File: config.mk
export PLATFORM = sky130hd
export DESIGN_NAME = bses_isqrt
export DESIGN_NICKNAME = d
export VERILOG_FILES = /design/src/rtl/bses_pkg.sv /design/src/rtl/bses_isqrt.sv
export SDC_FILE = /design/constraint.sdc
export NUM_CORES = 1
export LEC_CHECK = 0
export BUFFER_PORTS_ARGS = -buffer_cell sky130_fd_sc_hd__clkbuf_2
export CAP_MARGIN = 20
export CORE_MARGIN = 2
export CORE_UTILIZATION = 50
export DETAILED_ROUTE_END_ITERATION = 12
export PLACE_DENSITY = 0.67
export SLEW_MARGIN = 15
export SYNTH_ARGS = -nofsm -noshare
export SYNTH_HDL_FRONTEND = slang
export SYNTH_SLANG_ARGS = --single-unit
File: constraint.sdc
create_clock -name clk_i -period 6.9 [get_ports clk_i]
set_input_delay 0.345 -clock clk_i [delete_from_list [all_inputs] [get_ports clk_i]]
set_output_delay 0.345 -clock clk_i [all_outputs]
set_load 0.03 [all_outputs]
File: src/rtl/bses_pkg.sv
// Package for the best satellite elevation select block: widths and constants.
// Used by the top level, the square root unit and the port checker.
package bses_pkg;

  localparam int MaxSats  = 64;
  localparam int CoordW   = 31;
  localparam int IdxW     = 6;
  localparam int MaskW    = 15;
  localparam int ElevW    = 16;
  localparam int RadW     = 64;
  localparam int RootW    = 32;
  localparam int MulW     = 34;
  localparam int ProdW    = 2 * MulW;

  localparam logic [14:0] ElevMax    = 15'd23040;
  localparam logic [16:0] SineOne    = 17'd65536;
  localparam logic [16:0] RadPerStep = 17'd73204;
  localparam logic [30:0] Q30One     = 31'h4000_0000;

  // Reciprocals for the Horner divisions by 110, 72, 42, 20 and 6.
  // Each is ceil(2^(32+l)/d) with l = ceil(log2 d), exact for 32-bit dividends.
  localparam logic [32:0] HornerMul [5] = '{
    33'(((64'd1 << 39) + 64'd109) / 64'd110),
    33'(((64'd1 << 39) + 64'd71) / 64'd72),
    33'(((64'd1 << 38) + 64'd41) / 64'd42),
    33'(((64'd1 << 37) + 64'd19) / 64'd20),
    33'(((64'd1 << 35) + 64'd5) / 64'd6)
  };
  localparam logic [6:0] HornerShift [5] = '{7'd39, 7'd39, 7'd38, 7'd37, 7'd35};

endpackage

File: src/rtl/bses_isqrt.sv
// Bit-serial floor integer square root of a 64-bit radicand, one result bit a cycle.
// Depends on bses_pkg for the radicand and root widths.
module bses_isqrt (
  input  logic                       clk_i,
  input  logic                       rst_ni,
  input  logic                       start_i,
  input  logic [bses_pkg::RadW-1:0]  rad_i,
  output logic                       done_o,
  output logic [bses_pkg::RootW-1:0] root_o
);
  import bses_pkg::*;

  logic            busy_q;
  logic            done_q;
  logic [4:0]      cnt_q;
  logic [RadW-1:0] n_q;
  logic [RadW-1:0] res_q;
  logic [RadW-1:0] bit_q;
  logic [RadW-1:0] trial;

  assign trial  = res_q + bit_q;
  assign done_o = done_q;
  assign root_o = res_q[RootW-1:0];

  // One restoring step per cycle; the trial bit moves down two places each time.
  always_ff @(posedge clk_i or negedge rst_ni) begin
    if (!rst_ni) begin
      busy_q <= 1'b0;
      done_q <= 1'b0;
      cnt_q  <= '0;
      n_q    <= '0;
      res_q  <= '0;
      bit_q  <= '0;
    end else begin
      done_q <= 1'b0;
      if (start_i) begin
        busy_q <= 1'b1;
        cnt_q  <= '0;
        n_q    <= rad_i;
        res_q  <= '0;
        bit_q  <= RadW'(1) << (RadW - 2);
      end else if (busy_q) begin
        if (n_q >= trial) begin
          n_q   <= n_q - trial;
          res_q <= (res_q >> 1) + bit_q;
        end else begin
          res_q <= res_q >> 1;
        end
        bit_q <= bit_q >> 2;
        cnt_q <= cnt_q + 5'd1;
        if (cnt_q == 5'd31) begin
          busy_q <= 1'b0;
          done_q <= 1'b1;
        end
      end
    end
  end

endmodule

Word level (Yosys, flattened, before mapping)
Index checks and enable logic that the tools add are counted.

operators by class
  add/sub/neg operators = 4
  multipliers = 0
  div/mod/pow operators = 0
  magnitude comparators = 1
  equal/unequal tests = 1
  shift-type cells = 0
  mux-type cells = 16
  bitwise operators = 0
  reductions and logical operators = 3

operator list
  kind                 count
  $mux 64              8
  $add 63x64->64       1
  $add 64x64->64       1
  $ge 64x64->1         1
  $sub 64x64->64       1
  $mux 5               2
  $mux 1               6
  $add 5x1->5 const B  1
  $eq 5x5->1 const B   1
  $reduce_bool 2->1    2
  $reduce_and 2->1     1

storage, ports and cells
  flip-flop bits (word level) = 199
  latch bits = 0
  RAM bits = 0
  bits in read-only memories = 0
  output and inout port bits = 33
  logic and storage cells = 31
  memories kept = 0

Depth between registers and ports, before layout
  depth after elaboration = 5
  gate-level depth with buffers = 27
  mapped depth without buffers = 25

Worst setup path before layout
Ideal clock, no wire load.

  path type = flip-flop to flip-flop
  start point = register res_q[2]
  end point = register res_q[50]
  data arrival time = 4944 ps
  data required time = 6768 ps
  path slack = 1824 ps
  cell stages (with the launch flop) = 25
  period minus slack after synthesis = 5076 ps
  path through = dfrtp_1 -> ha_1 -> a31o_2 -> a31oi_1 -> o21ai_1 -> a21o_1 -> a21oi_1 -> o21bai_1 -> a21oi_1 -> o21ai_1 -> a31oi_1 -> xor2_1 -> ha_1 -> a21o_1 -> a21o_1 -> a21oi_1 -> a21oi_1 -> a311oi_1 -> nand3_1 -> a31oi_2 -> clkbuf_1 -> nand2_1 -> o22ai_1 -> o21bai_1 -> nor2_1

between the ends
  longest elaborated chain between the ends = 5

RTL lines
  item                    RTL line          text
  from (decl)             bses_isqrt.sv:17  logic [RadW-1:0] res_q;
  from (signal assigned)  bses_isqrt.sv:45  res_q <= (res_q >> 1) + bit_q;
  from (signal assigned)  bses_isqrt.sv:47  res_q <= res_q >> 1;
  $add 64x64->64          bses_isqrt.sv:21  assign trial = res_q + bit_q;
  $ge 64x64->1            bses_isqrt.sv:43  if (n_q >= trial) begin
  $mux 64 *               bses_isqrt.sv:43
  $mux 64 *               bses_isqrt.sv:42  end else if (busy_q) begin
  $mux 64 *               bses_isqrt.sv:36  if (start_i) begin

Mark *: on every way between the ends. The rest lies on a longest branch, timed or not. The select of a mux whose other input is x is not followed.
A chain may end at the register's enable or synchronous reset.

Worst setup path after layout
  start point = register res_q[2]
  end point = register n_q[48]

between the ends
  longest elaborated chain between the ends = 5

RTL lines
  item                  RTL line          text
  $add 64x64->64 *      bses_isqrt.sv:21
  $sub 64x64->64        bses_isqrt.sv:44  n_q <= n_q - trial;
  $mux 64               bses_isqrt.sv:43
  $mux 64               bses_isqrt.sv:42
  $mux 64               bses_isqrt.sv:36
  to (signal assigned)  bses_isqrt.sv:39  n_q <= rad_i;
  to (signal assigned)  bses_isqrt.sv:44
  to (decl)             bses_isqrt.sv:16  logic [RadW-1:0] n_q;

Marked as above.

==> results.json <==
{
  "grt_max_degree": 163,
  "worst_slack_ns": 0.764,
  "worstPathArrival_ns": 6.48,
  "ios": 100,
  "hold_viol_final": 0,
  "worstPathRequired_ns": 7.25,
  "dpl_cell_area_um2": 16400,
  "design_area_um2": 17000,
  "critical_path.max_fanout": 32,
  "clk_latency_ns": 0.46,
  "cts_tree": "yes",
  "coreArea_um2": 31600,
  "port_buffers": 99,
  "die_area_um2": 33500,
  "synth_edf_count": 0,
  "cts-buffers-inserted": 17,
  "p_int_w": 0.00355,
  "dp_hpwl_mm": 34.7,
  "viasPerCell": 6.27,
  "p_sw_share_pct": 50.5,
  "ant_nets": 0,
  "relSlewSlack_pct": 39.5,
  "drc": 0,
  "grt_usage_pct": 27.7,
  "clk_pin_slew_ns": 0.08,
  "pwr-share-comb_pct": 65.3,
  "final.period_utilization_pct": 88.9,
  "crit_path_start_kind": "flip-flop",
  "ir_worst_vdd_v": 0.000211,
  "final_nets": 2223,
  "outcome": "completed",
  "post_drt_wl_per_cell_um": 19.0,
  "power.density_nw_per_um2": 421,
  "avgSynthCellArea_um2": 7.86,
  "synth_ff_type": "dfrtp_1",
  "hold_path.class": "in -> reg",
  "tightestPinTransition_ns": 0.908,
  "min_period_ns": 6.14,
  "die_h_um": 183,
  "syn2layout_area_growth_pct": 6.40,
  "synth_area_leader_cell": "dfrtp_1",
  "post_cts_buffers": 0,
  "syn_area_um2": 16000,
  "hold_path_depth": 3,
  "rsz0062_at_grt": "no",
  "post-route-util_pct": 54.0,
  "sequentialPowerShare_pct": 20.6,
  "ys_ff_latch": 167,
  "cts_root_buffer": "clkbuf_16",
  "final_cells": 2438,
  "drv_slew": 0,
  "netlist.area_leader.share_pct": 26.1,
  "worstRegToRegCells": 22,
  "routed_wl_mm": 46.4,
  "dieWidth_um": 183,
  "yosys-top-cells-area": "dfrtp_1 26%, ha_1 10%, a21oi_1 5.9%, nor2_1 5.6%, xnor2_1 4.8%",
  "cts_hold_buf": 1,
  "clk_path_buf_depth": 2,
  "max_freq_ghz": 0.163,
  "rows": 65,
  "yosys_warnings": 0,
  "gp_congestion": 0.979,
  "critPathCaptureType": "flip-flop",
  "first_pass_iters": 7,
  "grt_pass1_wl_mm": 74.5,
  "path_class": "reg -> reg",
  "drv_cap": 0,
  "drive_gt1_share_pct": 9.33,
  "htreeDepth": 4,
  "dpl.cell_count": 2405,
  "grt_pass1_vias": 13900,
  "synth_cell_types": 87,
  "vias": 15300,
  "setup_violations": 0,
  "synth_cells": 2038,
  "p_leak_nw": 7.73,
  "tns_ns": 0,
  "grt_remaining_overflow": 0,
  "drt_iter0_markers": 1553,
  "pre_cts_ws_ns": 0.853,
  "n_antenna_cell": 0,
  "pwr-share-clk_pct": 14.1,
  "synth_nets": 2238,
  "skew_ns": 0.0161,
  "antenna_found_initial": 0,
  "async_flop_share_pct": 100,
  "cts_resized": 0,
  "p_switching_w": 0.00362,
  "seq_area_frac_synth_pct": 26.1,
  "start_util_pct": 50.7,
  "clock_sinks": 167
}
cell families after synthesis:
family | count (synthesis) | share of synthesized area, %
adders and majority gates | 133 | 10.4
and+or+nand+nor | 657 | 18.7
buffers and inverters | 192 | 5.67
AOI/OAI and AO/OA | 679 | 27.2
muxes | 52 | 3.26
xor gates and xnor gates | 158 | 8.64
DFF | 167 | 26.1
worst paths after layout:
check | start | to | slack [ns]
setup / recovery | res_q[2] | n_q[48] | 0.76
hold / removal | rad_i[5] | n_q[5] | 0.09
setup reg to reg | res_q[2] | n_q[48] | 0.76
hold reg to reg | cnt_q[4] | cnt_q[4] | 0.54
max in group asynchronous | rst_ni | n_q[48] | 5.22
min in group asynchronous | rst_ni | res_q[10] | 0.39
cell usage in the layout (no fill, tap or decap), types with 71 or more instances in the layout:
master and instances:
a21oi_1 189, clkbuf_2 97, dfrtp_1 166, ha_1 132, nand2_1 195, nor2_1 239
o21ai_0 85, o21ai_1 79, xnor2_1 87, xor2_1 71
cells in the mapped netlist, drive strengths merged, types with 4 or more instances:
master    n
nor2    240
nand2   196
a21oi   193
o21ai   168
dfrtp   167
ha      132
xnor2    87
clkbuf   81
xor2     71
buf      66
a31oi    62
mux2i    51
nand4    50
inv      45
a211oi   44
a21o     38
o21bai   34
nand3    29
nor3     28
and3     20
nor2b    20
or3      19
a31o     18
and2     16
a311oi   15
nand2b   14
a21boi   13
o21a     11
o22ai    11
o31ai    11
o211ai    8
and4      7
o41ai     6
a221o     5
nor3b     5
nor4      5
a221oi    4
o221ai    4
through the flow:
step / hold slack [ns] / total power, W
after CTS: 0.0708 / 0.00712
after global placement: 0.320 / 0.00603
after global routing: 0.0938 / 0.00774
after floorplan: 0.0494 / 0.00501
final: 0.0909 / 0.00718
after detailed placement: 0.318 / 0.00607
sequential cells by signal, indices dropped and copies added, names as in the netlist:
register / flops
bit_q: 32
busy_q: 1
done_o: 1
res_q: 64
n_q: 64
cnt_q: 5
routing by layer:
metal	GRT usage [%]	up-vias	routed length [µm]	part of all wire, %
met4	10.2	0	1380	3.0
met2	39.1	527	19000	41
li1	-	7380	-	-
met5	0	-	0	0
met1	42.9	7304	23400	50
met3	3.20	78	2600	5.6
worst max-delay path, stage by stage, from the launching register on:
cell,delay [ns]
dfrtp_1,0.45
ha_1,0.38
a31o_2,0.24
a31oi_1,0.32
o21ai_1,0.23
a21o_1,0.27
a21oi_1,0.24
o21bai_1,0.15
a21oi_1,0.28
o21ai_1,0.15
a21oi_1,0.26
o21bai_1,0.12
xnor2_1,0.17
ha_1,0.44
nand4_1,0.18
or3_1,0.38
a21oi_1,0.14
a311oi_1,0.06
nand3_1,0.18
a31o_2,0.23
buf_4,0.43
nand2b_1,0.41
o221ai_1,0.30
power groups by stage:
| stage | logic [W] | registers (W) | clock network (W) |
|---|---|---|---|
| 6_report | 0.00469 | 0.00148 | 0.00101 |
| 5_1_grt | 0.00518 | 0.00151 | 0.00106 |
| 3_5_place_dp | 0.00460 | 0.00148 | 0 |
| 4_1_cts | 0.00462 | 0.00147 | 0.00103 |
| 3_3_place_gp | 0.00455 | 0.00148 | 0 |
| 2_1_floorplan | 0.00364 | 0.00137 | 0 |
area by class of cell:
type / count / area, µm²
Clock buffer: 18 / 429
Tap cell: 402 / 503
Inverter: 45 / 169
Multi-Input combinational cell: 1679 / 10900
Clock inverter: 14 / 164
Sequential cell: 167 / 4180
Fill cell: 3001 / 14500
Timing Repair Buffer: 113 / 653
No activity file was read; power rests on OpenSTA's default activity.
